### config.mk
export PLATFORM = sky130hd
export DESIGN_NAME = uart_sleep_handshake_controller
export DESIGN_NICKNAME = d
export VERILOG_FILES = /design/src/rtl/ushc_pkg.sv /design/src/rtl/ushc_step.sv /design/src/rtl/uart_sleep_handshake_controller.sv
export SDC_FILE = /design/constraint.sdc
export NUM_CORES = 1
export LEC_CHECK = 0
export ABC_AREA = 1
export BUFFER_PORTS_ARGS = -buffer_cell sky130_fd_sc_hd__buf_4
export CAP_MARGIN = 20
export CORE_AREA = 5 5 111 61
export DETAILED_ROUTE_END_ITERATION = 12
export DIE_AREA = 0 0 116 66
export GPL_TIMING_DRIVEN = 0
export HOLD_SLACK_MARGIN = 0.15
export PLACE_DENSITY = 0.84
export REMOVE_ABC_BUFFERS = 1
export SLEW_MARGIN = 20
export SYNTH_ARGS = -nofsm -noshare
export SYNTH_HDL_FRONTEND = slang
export SYNTH_HIERARCHICAL = 1
export SYNTH_SLANG_ARGS = --single-unit
### constraint.sdc
create_clock -name clk -period 3.6 [get_ports clk]
set_input_delay 0.72 -clock clk [delete_from_list [all_inputs] [get_ports clk]]
set_output_delay 0.72 -clock clk [all_outputs]
set_load 0.01 [all_outputs]
### src/rtl/ushc_pkg.sv
// ushc_pkg: shared types, command codes and mode encodings for the UART sleep
// handshake controller. No dependencies; used by ushc_step and the top level.
package ushc_pkg;

    localparam int TIMER_WIDTH_DEF = 16;
    localparam int CFG_WIDTH       = 16;
    localparam logic [CFG_WIDTH-1:0] TIMEOUT_RESET = 16'd3333;

    // command codes; code 7 has no meaning
    typedef enum logic [2:0] {
        CMD_TICK     = 3'd0,
        CMD_ACTIVITY = 3'd1,
        CMD_SLEEP_ACK = 3'd2,
        CMD_WAKE     = 3'd3,
        CMD_REFUSAL  = 3'd4,
        CMD_ENABLE   = 3'd5,
        CMD_DISABLE  = 3'd6
    } cmd_t;

    // power_mode codes as seen on the result port
    localparam logic [1:0] PM_DISABLED = 2'd0;
    localparam logic [1:0] PM_ASLEEP   = 2'd1;
    localparam logic [1:0] PM_AWAKE    = 2'd2;
    localparam logic [1:0] PM_GOING    = 2'd3;

    // internal one-hot mode
    typedef enum logic [3:0] {
        MODE_DISABLED = 4'b0001,
        MODE_ASLEEP   = 4'b0010,
        MODE_AWAKE    = 4'b0100,
        MODE_GOING    = 4'b1000
    } mode_t;

    typedef struct packed {
        mode_t mode;
        logic  timer_active;
        logic  clock_off;
    } ushc_flags_t;

    typedef struct packed {
        logic sleep_req;
        logic wake_req;
    } ushc_pulse_t;

    function automatic logic [1:0] mode_code(input mode_t m);
        logic [1:0] code;
        case (m)
            MODE_DISABLED: code = PM_DISABLED;
            MODE_ASLEEP:   code = PM_ASLEEP;
            MODE_AWAKE:    code = PM_AWAKE;
            MODE_GOING:    code = PM_GOING;
            default:       code = PM_DISABLED;
        endcase
        return code;
    endfunction

endpackage

### src/rtl/ushc_step.sv
// ushc_step: one-item state update of the sleep handshake controller.
// Purely combinational; depends on ushc_pkg.
module ushc_step
    import ushc_pkg::*;
#(
    parameter int TIMER_WIDTH = TIMER_WIDTH_DEF
) (
    input  ushc_flags_t            flags,
    input  logic [TIMER_WIDTH-1:0] ticks_left,
    input  logic [2:0]             command,
    input  logic                   sleep_refused,
    input  logic [CFG_WIDTH-1:0]   timeout_ticks,
    output ushc_flags_t            flags_next,
    output logic [TIMER_WIDTH-1:0] ticks_next,
    output ushc_pulse_t            pulse
);

    logic [TIMER_WIDTH-1:0] reload_val;

    // timeout masked (or widened) to the timer width
    assign reload_val = TIMER_WIDTH'(timeout_ticks);

    always_comb
    begin
        flags_next = flags;
        ticks_next = ticks_left;
        pulse      = '0;
        case (cmd_t'(command))
            CMD_TICK:
            begin
                if (flags.timer_active)
                begin
                    if (ticks_left > TIMER_WIDTH'(1))
                    begin
                        ticks_next = ticks_left - TIMER_WIDTH'(1);
                    end
                    else
                    begin
                        flags_next.timer_active = 1'b0;
                        ticks_next              = '0;
                        if (flags.mode == MODE_AWAKE)
                        begin
                            pulse.sleep_req = 1'b1;
                            if (!sleep_refused)
                            begin
                                flags_next.mode = MODE_GOING;
                            end
                        end
                    end
                end
            end
            CMD_ACTIVITY:
            begin
                if (flags.mode != MODE_DISABLED)
                begin
                    flags_next.timer_active = 1'b1;
                    ticks_next              = reload_val;
                end
            end
            CMD_SLEEP_ACK:
            begin
                if (flags.mode == MODE_GOING)
                begin
                    flags_next.mode      = MODE_ASLEEP;
                    flags_next.clock_off = 1'b1;
                end
            end
            CMD_WAKE:
            begin
                if (flags.mode == MODE_ASLEEP || flags.mode == MODE_GOING)
                begin
                    flags_next.mode         = MODE_AWAKE;
                    flags_next.clock_off    = 1'b0;
                    flags_next.timer_active = 1'b1;
                    ticks_next              = reload_val;
                    pulse.wake_req          = 1'b1;
                end
            end
            CMD_REFUSAL:
            begin
                if (flags.mode == MODE_GOING)
                begin
                    flags_next.mode         = MODE_AWAKE;
                    flags_next.clock_off    = 1'b0;
                    flags_next.timer_active = 1'b1;
                    ticks_next              = reload_val;
                    pulse.wake_req          = 1'b1;
                end
            end
            CMD_ENABLE:
            begin
                flags_next.mode = MODE_AWAKE;
            end
            CMD_DISABLE:
            begin
                flags_next.mode         = MODE_DISABLED;
                flags_next.timer_active = 1'b0;
            end
            default:
            begin
                flags_next = flags;
            end
        endcase
    end

endmodule

### src/rtl/uart_sleep_handshake_controller.sv
// uart_sleep_handshake_controller: top level of the serial-link sleep controller.
// Depends on ushc_pkg and ushc_step.
//
//  channel | direction | handshake               | payload
//  --------+-----------+-------------------------+--------------------------------------
//  in      | in        | in_valid / in_stall     | command, sleep_refused
//  out     | out       | out_valid / out_stall   | power_mode, clock_released,
//          |           |                         | sleep_request, wake_request_out,
//          |           |                         | timer_running
//  cfg     | in        | cfg_valid / cfg_ready   | cfg_data (timeout_ticks)
//
// The state update is one pass of ushc_step between the state registers and the
// result register, so a beat is taken every cycle unless in_stall is high.
// The result appears in the cycle after acceptance and holds while out_stall.
// in_stall rises only while a result sits in the output register and is stalled.
// Reset (rst_n low, asynchronous) gives mode disabled, timer stopped, clock
// locked, timeout 3333. cfg_ready is always high.
module uart_sleep_handshake_controller
    import ushc_pkg::*;
#(
    parameter int TIMER_WIDTH = TIMER_WIDTH_DEF
) (
    input  logic                 clk,
    input  logic                 rst_n,
    // input beats
    input  logic                 in_valid,
    output logic                 in_stall,
    input  logic [2:0]           command,
    input  logic                 sleep_refused,
    // result beats
    output logic                 out_valid,
    input  logic                 out_stall,
    output logic [1:0]           power_mode,
    output logic                 clock_released,
    output logic                 sleep_request,
    output logic                 wake_request_out,
    output logic                 timer_running,
    // timeout register write
    input  logic                 cfg_valid,
    output logic                 cfg_ready,
    input  logic [CFG_WIDTH-1:0] cfg_data
);

    logic [CFG_WIDTH-1:0]   timeout_reg;
    ushc_flags_t            flags_reg;
    ushc_flags_t            flags_next;
    logic [TIMER_WIDTH-1:0] ticks_reg;
    logic [TIMER_WIDTH-1:0] ticks_next;
    ushc_pulse_t            pulse;
    logic                   out_valid_reg;
    logic [1:0]             power_mode_reg;
    logic                   clock_released_reg;
    logic                   sleep_request_reg;
    logic                   wake_request_reg;
    logic                   timer_running_reg;
    logic                   in_accept;

    assign cfg_ready = 1'b1;

    // stall only when the result register is full and cannot drain
    assign in_stall  = out_valid_reg && out_stall;
    assign in_accept = in_valid && !in_stall;

    always_ff @(posedge clk or negedge rst_n)
    begin
        if (!rst_n)
        begin
            timeout_reg <= TIMEOUT_RESET;
        end
        else if (cfg_valid && cfg_ready)
        begin
            timeout_reg <= cfg_data;
        end
    end

    ushc_step #(
        .TIMER_WIDTH(TIMER_WIDTH)
    ) u_step (
        .flags        (flags_reg),
        .ticks_left   (ticks_reg),
        .command      (command),
        .sleep_refused(sleep_refused),
        .timeout_ticks(timeout_reg),
        .flags_next   (flags_next),
        .ticks_next   (ticks_next),
        .pulse        (pulse)
    );

    // controller state, updated once per accepted beat
    always_ff @(posedge clk or negedge rst_n)
    begin
        if (!rst_n)
        begin
            flags_reg.mode         <= MODE_DISABLED;
            flags_reg.timer_active <= 1'b0;
            flags_reg.clock_off    <= 1'b0;
            ticks_reg              <= '0;
        end
        else if (in_accept)
        begin
            flags_reg <= flags_next;
            ticks_reg <= ticks_next;
        end
    end

    // result register: valid is control, payload is not reset
    always_ff @(posedge clk or negedge rst_n)
    begin
        if (!rst_n)
        begin
            out_valid_reg <= 1'b0;
        end
        else if (in_accept)
        begin
            out_valid_reg <= 1'b1;
        end
        else if (!out_stall)
        begin
            out_valid_reg <= 1'b0;
        end
    end

    always_ff @(posedge clk)
    begin
        if (in_accept)
        begin
            power_mode_reg     <= mode_code(flags_next.mode);
            clock_released_reg <= flags_next.clock_off;
            sleep_request_reg  <= pulse.sleep_req;
            wake_request_reg   <= pulse.wake_req;
            timer_running_reg  <= flags_next.timer_active;
        end
    end

    assign out_valid        = out_valid_reg;
    assign power_mode       = power_mode_reg;
    assign clock_released   = clock_released_reg;
    assign sleep_request    = sleep_request_reg;
    assign wake_request_out = wake_request_reg;
    assign timer_running    = timer_running_reg;

    // the two request pulses come from different commands
    a_pulse_excl: assert property (@(posedge clk) disable iff (!rst_n)
        out_valid |-> !(sleep_request && wake_request_out))
        else $error("sleep and wake requests in the same beat");

    // disabled mode never keeps the timer running
    a_disabled_timer: assert property (@(posedge clk) disable iff (!rst_n)
        (out_valid && power_mode == PM_DISABLED) |-> !timer_running)
        else $error("timer running while disabled");

    // an accepted disable shows up as disabled in the next result
    a_disable_result: assert property (@(posedge clk) disable iff (!rst_n)
        (in_accept && command == CMD_DISABLE) |=> (out_valid && power_mode == PM_DISABLED))
        else $error("disable not reflected in result");

    // a sleep request leaves the block awake or going to sleep
    a_sleep_mode: assert property (@(posedge clk) disable iff (!rst_n)
        (out_valid && sleep_request) |-> (power_mode == PM_AWAKE || power_mode == PM_GOING))
        else $error("sleep request from wrong mode");

endmodule
==> results.py, run 1 <==
metrics = {
    "power_and_ir_drop": {
        "p_per_area_nw_per_um2": 525,
        "p_sw_mw": 0.857,
        "p_comb_share_pct": 35.6,
        "p_clk_share_pct": 27.2,
        "power.total_mw": 2.05,
        "sequentialPowerShare_pct": 37.1,
        "intPower_mw": 1.20,
        "peakVddDrop_uv": 276,
        "switching_share_pct": 41.8,
        "p_leak_nw": 2.05,
    },
    "place": {
        "dpl.hpwl_um": 7360,
        "dp_cells": 629,
        "io_buffers": 32,
        "gp_congestion": 0.989,
    },
    "finish": {
        "final_nets": 587,
        "areaGrowthSynthToFinish_pct": 10.8,
        "antenna_cells": 0,
        "drive_above_1_share_pct": 13.9,
        "fin_cells": 637,
    },
    "drt": {
        "ant_nets": 0,
        "via_count": 3891,
        "wl_um": 10800,
        "vias_per_cell": 6.11,
        "drcViolationCount": 0,
        "initialDrtViolationCount": 669,
        "drt-wirelength-per-cell_um": 17.0,
        "drtPass1Iterations": 5,
    },
    "timing": {
        "fin_crit_ns": 2.82,
        "min_period_over_period_pct": 78.4,
        "slew_viol_final": 0,
        "tns_ns": 0,
        "slew_headroom_pct": 41.9,
        "hold_viol": 0,
        "rsz0062_at_grt": "no",
        "fmax_mhz": 354,
        "worstMarginPinSlew_ns": 0.871,
        "finalSetupViolCount": 0,
        "clock_skew_ns": 0.0111,
    },
    "cts": {
        "cts_setup_buffers": 0,
        "holdBufCountCts": 0,
        "clk_latency_ns": 0.30,
        "numCtsBuffers": 5,
        "clockBufferDepth": 2,
        "cts.sinks": 45,
        "cts_repair_resize_count": 0,
        "tritoncts": "built",
        "cts-root-buf": "clkbuf_16",
        "path_clk_slew_ns": 0.07,
        "htreeDepth": 2,
    },
    "yosys": {
        "seq_area_frac_synth_pct": 33.0,
        "synth_ff_type": "dfrtp_1",
        "synth_edf_count": 6,
        "synth.distinct_cells": 39,
        "netlist_instances": 539,
        "synthArstFlopShare_pct": 86.7,
        "yosys_warnings": 6,
        "synth.avg_cell_area_um2": 6.55,
        "ys_ff_latch": 45,
        "synth_area_um2": 3530,
    },
    "critical_path": {
        "critical_path.endpoint": "ticks_reg[8]",
        "cpPeakStageDelay_ns": 0.71,
        "r2r_end": "ticks_reg[8]",
        "crit_arrival_ns": 3.02,
        "startpoint": "flags_reg[3]",
        "cpMaxStageDelayCell": "nand3_2",
        "cp_data_required_time_ns": 3.79,
        "crit_path_start_kind": "register",
        "reg2regPathDepth": 8,
        "cp-end-kind": "register",
        "r2r_start": "flags_reg[3]",
        "path_cells": "nor2_1 -> nand3_2 -> nand2_2 -> a21oi_1 -> o21ai_0 -> nand4_1 -> nand3_1 -> nand2_1",
        "critPathMaxFanout": 36,
        "worst-setup-path-type": "register to register",
        "rrSetupSlack_ns": 0.78,
    },
    "floorplanning": {
        "die_area_um2": 7660,
        "initial_utilization_pct": 61.3,
        "coreArea_um2": 5760,
        "die-height_um": 66,
        "die_w_um": 116,
        "rows": 20,
        "ios": 34,
    },
    "global_route": {
        "grt_pass1_wl_um": 17400,
        "overflow": 0,
        "grt_max_degree": 40,
        "grtUsageMet2_pct": 41.3,
        "met1_usage_pct": 43.2,
        "met3_usage_pct": 8.50,
        "grt_usage_pct": 29.6,
        "grt_pass1_vias": 3548,
        "busiest_layer": "met1",
        "grt_antenna_before_repair": 0,
    },
    "outcome": {
        "status": "completed",
    },
    "job": {
        "drv_cap": 0,
    },
    "worst_hold_path": {
        "hold_class": "input pin to asynchronous set/reset pin",
    },
}
## synth_stat cells, types with 8 or more instances
cell type | n | area (um2)
inv_1 | 80 | 300
dfrtp_1 | 33 | 826
nor2_1 | 39 | 146
nand3_1 | 54 | 270
o21ai_0 | 36 | 180
buf_2 | 10 | 50.1
nand2_1 | 156 | 586
nand4_1 | 20 | 125
a21oi_1 | 19 | 95.1
o21ai_1 | 8 | 40.0
## routing by layer
metal,up-vias,routed length [um]
met1,1801,4650
met2,281,4380
met4,2,244
li1,1774,-
met5,-,64
met3,33,1500
## cell type report
class	instances	area (um2)
clock buffer	5	125
clock inverter	3	47.5
fill	528	1850
inverter	86	325
multi-input combinational	389	1910
sequential	45	1160
tap	77	96.3
timing repair buffer	32	240
## power groups by stage
stage          clock network, mW  logic [mW]  registers, mW
2_1_floorplan                  0       0.517          0.725
3_3_place_gp                   0       0.673          0.756
3_5_place_dp                   0       0.696          0.762
4_1_cts                    0.561       0.704          0.756
5_1_grt                    0.580       0.818          0.777
6_report                   0.559       0.732          0.762
## through the flow
| step | hold slack [ns] | util (%) | instance area [um2] | setup WS [ns] |
|---|---|---|---|---|
| 6_report | 0.396 | 67.9 | 3910 | 0.777 |
| 5_1_grt | 0.440 | 67.9 | 3910 | 0.715 |
| 4_1_cts | 0.410 | 67.9 | 3910 | 0.915 |
| 3_5_place_dp | 0.472 | 64.9 | 3740 | 0.973 |
| 3_3_place_gp | 0.460 | 64.9 | 3740 | 0.935 |
| 2_1_floorplan | 0.424 | - | 3400 | 1.54 |
## cells in the final DEF (no fill, tap or decap), types with 2 or more instances in the layout
cell | netlist | final
o21ai_1 | 8 | 8
xor2_1 | 5 | 5
o21ai_2 | 2 | 2
o211ai_1 | 5 | 5
nor2_4 | 3 | 3
nand2_2 | 6 | 6
inv_6 | 0 | 2
a21oi_2 | 6 | 6
nand3_2 | 3 | 3
nand2_4 | 2 | 2
edfxtp_1 | 6 | 6
clkbuf_16 | 0 | 5
dfstp_2 | 6 | 6
nor2_1 | 39 | 39
inv_1 | 80 | 80
nand3_1 | 54 | 54
ha_1 | 3 | 3
nor3_1 | 4 | 4
nand4_1 | 20 | 20
nor2_2 | 3 | 3
buf_4 | 3 | 32
a22oi_1 | 5 | 5
nand2_1 | 156 | 156
inv_2 | 4 | 4
a31oi_1 | 2 | 2
dfrtp_1 | 33 | 33
o21ai_0 | 36 | 36
a21oi_1 | 19 | 19
## critical path, delay by kind of cell, from the launching register on
kind / cells / cell delay, ns
simple gates: 6 / 1.95
flops: 1 / 0.47
compound gates: 2 / 0.29
## worst min-delay path by stage
| stage | end | depth (start not counted) |
|---|---|---|
| after global routing | timeout_reg[3] | 1 |
| after floorplan | flags_reg[0] | 0 |
| final | ticks_reg[10] | 1 |
| after global placement | timeout_reg[2] | 2 |
| after detailed placement | flags_reg[2] | 2 |
| after CTS | timeout_reg[3] | 1 |
## kinds of logic (layout without fill, tap and decap cells)
logic type,Yosys count,after routing,share of synthesized area (%)
AO/OA/AOI/OAI,86,86,14.1
XOR/XNOR,5,5,1.24
adder cells (fa/ha/maj),3,3,1.06
buffers and inverters,105,126,12.8
flip-flops,45,45,33.0
other,1,1,0.106
AND/OR/NAND/NOR,294,294,37.7
Power figures use the tool's default switching activity.
==> run 2: changes to the inputs <==
- CORE_AREA: 5 5 111 61 -> 5 5 115 63
- DIE_AREA: 0 0 116 66 -> 0 0 120 68
- PLACE_DENSITY: 0.84 -> 0.79
- clock period: 3.6 -> 2.8 ns (I/O delays scaled with it)
==> run 2 against run 1 <==
Net effect: clock power is 22% higher; wire length fell by 5.3%; power grew 27%; die area rose by 6.6%; setup slack got worse by 0.33 ns; sequential power grew 29%; register-to-register slack got worse by 0.33 ns; final cell count increased by 0.47%; flip-flop and latch count is the same; critical path type unchanged.
==> results.py, run 2 (synthesis results as in run 1) <==
metrics = {
    "outcome": {
        "status": "completed",
    },
    "cts": {
        "htreeDepth": 2,
        "cts-root-buf": "clkbuf_16",
        "cts_repair_resize_count": 0,
        "holdBufCountCts": 0,
        "clockBufferDepth": 2,
        "clk_latency_ns": 0.30,
        "tritoncts": "built",
        "path_clk_slew_ns": 0.06,
        "numCtsBuffers": 5,
        "cts.sinks": 45,
        "cts_setup_buffers": 0,
    },
    "global_route": {
        "grt_max_degree": 40,
        "overflow": 0,
        "met1_usage_pct": 38.1,
        "grt_usage_pct": 26.1,
        "grtUsageMet2_pct": 38.9,
        "busiest_layer": "met2",
        "met3_usage_pct": 6.44,
        "grt_pass1_wl_um": 16600,
        "grt_pass1_vias": 3348,
        "grt_antenna_before_repair": 0,
    },
    "critical_path": {
        "path_cells": "nor2_1 -> nand3_4 -> nand2_2 -> o21ai_0 -> a21oi_1 -> nor2_1 -> nand3_1 -> nand3_1 -> nand2_1",
        "crit_arrival_ns": 2.59,
        "cp_data_required_time_ns": 3.03,
        "crit_family": "simple AND/OR/NAND/NOR gates",
        "cp-end-kind": "register",
        "reg2regPathDepth": 9,
        "startpoint": "flags_reg[3]",
        "cpMaxStageDelayCell": "nand2_2",
        "cpPeakStageDelay_ns": 0.51,
        "path_buf_inv": 0,
        "crit_path_start_kind": "register",
        "worst-setup-path-type": "register to register",
        "r2r_start": "flags_reg[3]",
        "critPathMaxFanout": 36,
        "crit_cells": 9,
    },
    "drt": {
        "ant_nets": 0,
        "drtPass1Iterations": 6,
        "wl_um": 10300,
        "drt-wirelength-per-cell_um": 16.0,
        "drcViolationCount": 0,
        "vias_per_cell": 5.83,
        "initialDrtViolationCount": 613,
        "via_count": 3731,
    },
    "floorplanning": {
        "rows": 21,
        "die-height_um": 68,
        "ios": 34,
        "coreArea_um2": 6280,
        "die_area_um2": 8160,
        "initial_utilization_pct": 56.2,
        "die_w_um": 120,
    },
    "timing": {
        "fmax_mhz": 424,
        "worstMarginPinSlew_ns": 0.559,
        "finalSetupViolCount": 0,
        "fin_crit_ns": 2.36,
        "slew_viol_final": 0,
        "min_period_over_period_pct": 84.2,
        "rsz0062_at_grt": "no",
        "slew_headroom_pct": 62.6,
        "setup_slack_ns": 0.444,
        "tns_ns": 0,
        "hold_viol": 0,
        "clock_skew_ns": 0.00423,
    },
    "power_and_ir_drop": {
        "peakVddDrop_uv": 324,
        "p_per_area_nw_per_um2": 663,
        "power.total_mw": 2.60,
        "p_leak_nw": 2.04,
    },
    "job": {
        "drv_cap": 0,
    },
    "place": {
        "dp_slack_ns": 0.255,
        "gp_congestion": 0.952,
        "dp_cells": 632,
        "io_buffers": 32,
        "dpl.hpwl_um": 7310,
    },
    "finish": {
        "antenna_cells": 0,
        "areaGrowthSynthToFinish_pct": 11.0,
        "layout_commonest_cell": "nand2_1",
        "nFillCells": 571,
        "final_util_pct": 62.3,
        "drive_above_1_share_pct": 13.8,
        "fin_cells": 640,
        "layout_common_cells": "nand2_1, inv_1, nand3_1, nor2_1, o21ai_0",
        "final_nets": 587,
    },
    "worst_hold_path": {
        "hold_class": "input pin to asynchronous set/reset pin",
    },
}
## run 2: cell types whose count changed in the layout (fill, tap and decap cells not counted), sizes merged
cell,before,now
clkinv,1,2
clkinvlp,0,1
inv,87,85
## run 2: path summary, 6_finish.rpt
kind / slack, ns / to
worst max-delay path: 0.44 / ticks_reg[6]
worst min-delay path: 0.23 / timeout_reg[14]
worst min register to register: 0.48 / flags_reg[2]
min in group clk: 0.46 / timeout_reg[5]
max in group asynchronous: 2.20 / timeout_reg[0]
worst max register to register: 0.44 / ticks_reg[6]
## run 2: area by class of cell
| cell class | count | area, um2 | share of cell area [%] |
|---|---|---|---|
| clock buffer | 5 | 125 | 3.20 |
| clock inverter | 3 | 41.3 | 1.05 |
| inverter | 86 | 325 | 8.31 |
| multi-input combinational | 389 | 1920 | 49.0 |
| sequential | 45 | 1160 | 29.7 |
| tap | 80 | 100 | 2.56 |
| timing repair buffer | 32 | 240 | 6.14 |
## run 2: stage by stage
step,hold slack [ns],instance area (um2)
global route,0.280,3920
global placement,0.460,3740
CTS,0.250,3910
detailed placement,0.475,3740
floorplan,0.264,3400
finish,0.228,3920
## run 2: layer usage
layer | up-vias | wire length (um)
met5 | - | 0
met4 | 0 | 89
met3 | 13 | 1320
met2 | 262 | 4250
met1 | 1675 | 4610
li1 | 1781 | -
## run 2: worst reg2reg max path, delay by kind of cell, from the launching register on
family / cells / cell delay, ns
AO/OA/AOI/OAI: 2 / 0.32
flip-flops: 1 / 0.45
AND/OR/NAND/NOR: 7 / 1.52
## run 2: power breakdown
part	internal, mW	switching, mW
logic	0.318	0.612
clock network	0.418	0.265
registers	0.791	0.193
total	1.53	1.07
